File: src/dip_pkg.sv
// ----------------------------------------------------------------------------
// dip_pkg
// shared types, character codes and byte classes for the decimal text parser
// ----------------------------------------------------------------------------
package dip_pkg;

  localparam int unsigned ValueW = 64;

  localparam logic [7:0] CharUnder = 8'h5F;  // '_'
  localparam logic [7:0] CharZero  = 8'h30;  // '0'
  localparam logic [7:0] CharNine  = 8'h39;  // '9'
  localparam logic [7:0] CharPlus  = 8'h2B;  // '+'
  localparam logic [7:0] CharMinus = 8'h2D;  // '-'

  // one text byte as it enters the parser
  typedef struct packed {
    logic [7:0] data_byte;
    logic       has_byte;
    logic       last;
  } item_t;

  // result of one field, magnitude not yet signed
  typedef struct packed {
    logic              ok;
    logic              negative;
    logic [ValueW-1:0] magnitude;
  } result_t;

  function automatic logic is_space(input logic [7:0] c);
    return c inside {[8'h09:8'h0D], [8'h1C:8'h20], 8'h85, 8'hA0};
  endfunction

  function automatic logic is_digit(input logic [7:0] c);
    return c inside {[CharZero:CharNine]};
  endfunction

endpackage

File: src/dip_parse.sv
// ----------------------------------------------------------------------------
// dip_parse
// per-byte phase tracking and decimal accumulation, with a result register
// ----------------------------------------------------------------------------
module dip_parse (
  input  logic             clk,
  input  logic             rst_n,
  input  logic             item_valid,
  output logic             item_ready,
  input  dip_pkg::item_t   item,
  output logic             res_valid,
  input  logic             res_ready,
  output dip_pkg::result_t res
);

  typedef enum logic [2:0] {
    PH_LEFT,
    PH_SIGN,
    PH_DIGIT,
    PH_UNDER,
    PH_RIGHT,
    PH_FAIL
  } phase_t;

  phase_t                     phase_r, phase_nxt;
  logic [dip_pkg::ValueW-1:0] acc_r, acc_nxt, acc_step;
  logic                       neg_r, neg_nxt;
  logic                       res_valid_r;
  dip_pkg::result_t           res_r;
  logic                       take;

  assign item_ready = !res_valid_r || res_ready;
  assign take       = item_valid && item_ready;
  assign res_valid  = res_valid_r;
  assign res        = res_r;

  // acc * 10 + digit as two shifts and a three-term add
  assign acc_step = {acc_r[dip_pkg::ValueW-4:0], 3'b000}
                  + {acc_r[dip_pkg::ValueW-2:0], 1'b0}
                  + {{(dip_pkg::ValueW-4){1'b0}}, item.data_byte[3:0]};

  always_comb begin
    phase_nxt = phase_r;
    acc_nxt   = acc_r;
    neg_nxt   = neg_r;
    if (item.has_byte) begin
      case (phase_r)
        PH_LEFT, PH_SIGN, PH_DIGIT, PH_UNDER, PH_RIGHT: begin
          if (dip_pkg::is_space(item.data_byte)) begin
            if (phase_r == PH_UNDER || phase_r == PH_SIGN) phase_nxt = PH_FAIL;
            else if (phase_r == PH_DIGIT) phase_nxt = PH_RIGHT;
          end else if (item.data_byte == dip_pkg::CharPlus ||
                       item.data_byte == dip_pkg::CharMinus) begin
            if (phase_r != PH_LEFT) begin
              phase_nxt = PH_FAIL;
            end else begin
              phase_nxt = PH_SIGN;
              if (item.data_byte == dip_pkg::CharMinus) neg_nxt = 1'b1;
            end
          end else if (dip_pkg::is_digit(item.data_byte)) begin
            if (phase_r == PH_RIGHT) begin
              phase_nxt = PH_FAIL;
            end else begin
              phase_nxt = PH_DIGIT;
              acc_nxt   = acc_step;
            end
          end else if (item.data_byte == dip_pkg::CharUnder) begin
            phase_nxt = (phase_r == PH_DIGIT) ? PH_UNDER : PH_FAIL;
          end else begin
            phase_nxt = PH_FAIL;
          end
        end
        default: phase_nxt = PH_FAIL;
      endcase
    end
  end

  always_ff @(posedge clk) begin
    if (!rst_n) begin
      phase_r     <= PH_LEFT;
      acc_r       <= '0;
      neg_r       <= 1'b0;
      res_valid_r <= 1'b0;
    end else begin
      if (take) begin
        if (item.last) begin
          phase_r <= PH_LEFT;
          acc_r   <= '0;
          neg_r   <= 1'b0;
        end else begin
          phase_r <= phase_nxt;
          acc_r   <= acc_nxt;
          neg_r   <= neg_nxt;
        end
      end
      if (item_ready) begin
        res_valid_r     <= take && item.last;
        res_r.ok        <= (phase_nxt == PH_DIGIT) || (phase_nxt == PH_RIGHT);
        res_r.negative  <= neg_nxt;
        res_r.magnitude <= acc_nxt;
      end
    end
  end

endmodule

File: src/dip_out_stage.sv
// ----------------------------------------------------------------------------
// dip_out_stage
// applies sign and failure zeroing, holds the result word for the sink
// ----------------------------------------------------------------------------
module dip_out_stage (
  input  logic                              clk,
  input  logic                              rst_n,
  input  logic                              res_valid,
  output logic                              res_ready,
  input  dip_pkg::result_t                  res,
  output logic                              out_tvalid,
  input  logic                              out_tready,
  output logic signed [dip_pkg::ValueW-1:0] out_value,
  output logic                              out_ok
);

  logic                              out_valid_r;
  logic signed [dip_pkg::ValueW-1:0] value_r, value_nxt;
  logic                              ok_r;

  assign res_ready  = !out_valid_r || out_tready;
  assign out_tvalid = out_valid_r;
  assign out_value  = value_r;
  assign out_ok     = ok_r;

  always_comb begin
    if (!res.ok) value_nxt = '0;
    else if (res.negative) value_nxt = $signed({dip_pkg::ValueW{1'b0}} - res.magnitude);
    else value_nxt = $signed(res.magnitude);
  end

  always_ff @(posedge clk) begin
    if (!rst_n) begin
      out_valid_r <= 1'b0;
    end else if (res_ready) begin
      out_valid_r <= res_valid;
      value_r     <= value_nxt;
      ok_r        <= res.ok;
    end
  end

endmodule

File: src/decimal_integer_text_parser.sv
// ----------------------------------------------------------------------------
// decimal_integer_text_parser
// parses one text field, one byte per word, as a signed 64-bit decimal
// ----------------------------------------------------------------------------
// path: the tlast word passes the input, parse result and output registers
// throughput: one input word per cycle unless out_tready stalls, bound by the
// combinational shift-add loop that updates the accumulator and parse phase
// reset: synchronous active-low rst_n empties all stages and returns the
// parser to the leading-whitespace phase with a zero accumulator
module decimal_integer_text_parser (
  input  logic        clk,
  input  logic        rst_n,
  input  logic        in_tvalid,
  output logic        in_tready,
  input  logic [7:0]  in_tdata,   // [7:0] data_byte
  input  logic        in_tuser,   // [0] has_byte
  input  logic        in_tlast,   // last item of the field
  output logic        out_tvalid,
  input  logic        out_tready,
  output logic [63:0] out_tdata,  // [63:0] value, two's complement
  output logic        out_tuser   // [0] ok
);

  // input register stage
  logic             s0_valid_r;
  dip_pkg::item_t   s0_item_r;
  logic             s0_ready;

  // parse result register handshake
  logic             res_valid;
  logic             res_ready;
  dip_pkg::result_t res;

  logic signed [dip_pkg::ValueW-1:0] out_value;

  // input register accepts whenever it is empty or being drained
  assign in_tready = !s0_valid_r || s0_ready;

  always_ff @(posedge clk) begin
    if (!rst_n) begin
      s0_valid_r <= 1'b0;
    end else if (in_tready) begin
      s0_valid_r          <= in_tvalid;
      s0_item_r.data_byte <= in_tdata;
      s0_item_r.has_byte  <= in_tuser;
      s0_item_r.last      <= in_tlast;
    end
  end

  // phase tracking and accumulation, one word per cycle unless the result stalls
  dip_parse u_parse (
    .clk        (clk),
    .rst_n      (rst_n),
    .item_valid (s0_valid_r),
    .item_ready (s0_ready),
    .item       (s0_item_r),
    .res_valid  (res_valid),
    .res_ready  (res_ready),
    .res        (res)
  );

  // sign application and output register
  dip_out_stage u_out (
    .clk        (clk),
    .rst_n      (rst_n),
    .res_valid  (res_valid),
    .res_ready  (res_ready),
    .res        (res),
    .out_tvalid (out_tvalid),
    .out_tready (out_tready),
    .out_value  (out_value),
    .out_ok     (out_tuser)
  );

  assign out_tdata = out_value;

endmodule
File: config.mk
export PLATFORM = sky130hd
export DESIGN_NAME = decimal_integer_text_parser
export DESIGN_NICKNAME = d
export VERILOG_FILES = /design/src/dip_pkg.sv /design/src/dip_parse.sv /design/src/dip_out_stage.sv /design/src/decimal_integer_text_parser.sv
export SDC_FILE = /design/constraint.sdc
export NUM_CORES = 1
export LEC_CHECK = 0
export ABC_AREA = 1
export BUFFER_PORTS_ARGS = -buffer_cell sky130_fd_sc_hd__buf_2
export CAP_MARGIN = 0
export CORE_MARGIN = 2
export CORE_UTILIZATION = 60
export CTS_BUF_LIST = sky130_fd_sc_hd__clkbuf_2
export DETAILED_ROUTE_END_ITERATION = 10
export PLACE_DENSITY_LB_ADDON = 0.05
export SLEW_MARGIN = 20
export SYNTH_ARGS = -nofsm -noshare
export SYNTH_HDL_FRONTEND = slang
export SYNTH_SLANG_ARGS = --single-unit
export TNS_END_PERCENT = 100
File: constraint.sdc
create_clock -name clk -period 5.3 [get_ports clk]
set_clock_uncertainty 0.2 [all_clocks]
set_input_delay 0.265 -clock clk [delete_from_list [all_inputs] [get_ports clk]]
set_output_delay 0.265 -clock clk [all_outputs]
set_load 0.005 [all_outputs]
==> impl_metrics.toml <==
[floorplanning]
die_h_um = 170
core_region_area_sq_mm = 0.0270
fp-row-count = 60
io-pin-count = 81
design.die.area_sq_mm = 0.0289
die_w_um = 170
effective_utilization_at_floorplan_pct = 61.1

[global_route]
grt_max_degree = 75
grt_antenna_before_repair = 2
first_global_vias = 15078
gr-usage-all-layers_pct = 35.2
remaining_global_route_overflow = 0
grt_pass1_wl_um = 79100

[detailed_routing]
post_drt_via_cell_ratio = 5.59
drc = 0
final_antenna_net_count = 0
first_pass_iters = 6
wire_per_inst_um = 16.8
first_iter_violations = 1981
routed-via-count = 16561
routed_wirelength_um = 49800

[place]
gp_routability_congestion = 1.03
placement.cell_area_sq_mm = 0.0172
io_buffers = 80
place.detailed.hpwl_um = 39000

[yosys]
synth.ff_latch_count = 212
synth_top_cells_by_area = "edfxtp_1 26%, nand2_1 19%, ha_1 9.3%"
synth_cell_types = 52
synthFlopType = "edfxtp_1"
yosysSeqAreaShare_pct = 34.2
async_reset_ff_share_pct = 0
synth.cell_area_sq_mm = 0.0165
syn_area_per_cell_sq_um = 6.70
number_of_synthesized_flops_with_an_enable_pin = 141
synth_top_area_share_pct = 25.6
synthDominantAreaCellType = "edfxtp_1"
ys_warn_count = 0
synthesis.nets = 2604
syn_inst = 2465

[clocking]
cts-buffers-inserted = 52
cts.htree.levels = 2
postCtsSetupBuffers = 0
ctsRootBufferMaster = "clkbuf_2"
tritoncts = "done"
post_cts_resized = 0
clk_pin_slew_worst_paths_ps = 110
insertion_delay_ps = 870
cts_num_sinks = 212
clk_path_buf_depth = 3

[critical_path]
cp-end-kind = "flip-flop"
required_time_worst_endpoint_ps = 5700
crit_fanout = 74
worst_ep_arrival_time_ps = 3920
setup.worst_path.start_class = "flip-flop"
criticalPathCategory = "flip-flop to flip-flop"

[sta]
period_minus_slack_ps = 3520
setup_tns_ps = 0
timing.final.crit_share_pct = 66.5
report.final.slew_viol_count = 0
max_freq_mhz = 284
hold_slack_ps = 103
finalSetupViolations = 0
worst_pin_slew_ps = 911
hold_viol_final = 0
unrepaired_setup_endpoints_after_global_routing = "false"
slew_headroom_pct = 39.3

[final_layout]
area_growth_from_synthesis_to_layout_pct = 8.77
commonest_non_fill_non_tap_cells_in_the_layout = "850 x nand2_1, 391 x inv_1, 199 x nor2_1, 169 x a21oi_1, 141 x edfxtp_1"
final_core_util_pct = 66.5
most_frequent_standard_cell_in_the_layout_excluding_fill_and_tap_cells = "nand2_1"
final_cell_area_sq_mm = 0.0180
fraction_of_layout_instances_using_a_drive_strength_above_1_pct = 8.89
final_net_count = 2721

[pwr]
power_switching_mw = 0.901
leakage_nw = 9.13
intPower_mw = 2.37
clock_power_share_pct = 35.3
switching_share_pct = 27.5
power_density_mw_per_mm2 = 182
p_comb_share_pct = 7.7
sequential_group_share_of_total_power_pct = 57.0
vdd_ir_drop_max_mv = 0.200

[worst_hold_path]
worstHoldPathType = "primary input to flip-flop"

[job]
max-cap-violations = 0

[run_status]
outcome = "complete, no violations"
stage by stage:
step	std cells	worst slack (ps)	power (mW)
2_1_floorplan	2465	1360	2.05
3_3_place_gp	2842	1920	2.13
3_5_place_dp	2842	1870	2.14
4_1_cts	2962	1840	3.28
5_1_grt	2963	1490	3.40
6_report	2963	1780	3.27
sequential cells by signal, summed over array words and instances (netlist names):
name,count
u_parse.neg_r,1
u_parse.res_valid,1
u_out.out_tvalid,1
u_parse.acc_r,64
s0_item_r,10
s0_valid_r,1
u_parse.phase_r,3
u_out.out_value,64
u_out.out_ok,1
u_parse.res,66
power by group through the flow:
stage	registers (mW)	clock network (mW)	logic, mW
after floorplan	1.90	0	0.148
after global placement	1.90	0	0.229
after detailed placement	1.91	0	0.232
after CTS	1.87	1.16	0.248
after global routing	1.88	1.24	0.282
final	1.87	1.15	0.252
cell usage after synthesis (3+ instances only):
master / n
nand2_1: 851
inv_1: 392
nor2_1: 201
a21oi_1: 169
edfxtp_1: 141
nand3_1: 133
ha_1: 123
dfxtp_1: 71
o21ai_0: 65
nor3_1: 37
or2_2: 37
nand4_1: 31
clkbuf_1: 29
a21boi_0: 23
xnor2_1: 17
nor4_1: 16
o21ai_1: 15
buf_2: 9
nand3b_1: 9
o21a_1: 9
o21bai_1: 9
and2_1: 7
buf_1: 6
and3_1: 5
nand2_2: 5
o211ai_1: 5
buf_6: 4
inv_2: 4
nor2_2: 4
a21boi_1: 3
buf_4: 3
o21ai_2: 3
or2_1: 3
xor2_1: 3
metal layers:
metal / part of all wire (%) / track usage (%) / vias to the layer above
li1: - / - / 8181
met2: 42 / 53.8 / 783
met3: 10 / 4.65 / 120
met4: 3.0 / 11.5 / 2
met1: 44 / 51.6 / 7475
met5: 0.026 / 0 / -
area by class of cell:
class                      count  area [sq um]
antenna                        1          2.50
clock buffer                  67           335
fill                        2432          9050
clock inverter                26           168
tap                          341           427
timing repair buffer         115           743
sequential                   212          5660
inverter                     397          1490
multi-input combinational   1804          9150
timing repair:
action	in CTS	in global routing
endpoints found under the hold margin	88	0
hold buffers	27	0
setup endpoints to repair	0	0
kinds of logic after synthesis:
kind of cell / share of synthesized area [%]
DFF: 34.2
and+or+nand+nor: 34.0
buffers and inverters: 10.5
AOI/OAI and AO/OA: 10.6
xor gates and xnor gates: 1.06
adders and majority gates: 9.56
worst paths after layout:
check,start,to,slack [ps],depth (start not counted)
worst max-delay path,s0_item_r[3],u_parse.res[63],1780,9
worst min-delay path,out_tready,u_out.out_tvalid,100,5
worst max register to register,s0_item_r[3],u_parse.res[63],1780,9
worst min register to register,u_parse.res_valid,u_out.out_tvalid,280,2
worst max-delay path, cell delays in order (launching register included):
cell      delay [ps]
edfxtp_1         530
or2_1            270
nand2_1          100
nand3_1          120
o31ai_4           90
nand3_4          470
inv_4            620
buf_12           320
or2_2            170
a21boi_0         320
Note: power is estimated with default switching activity, not from simulation.
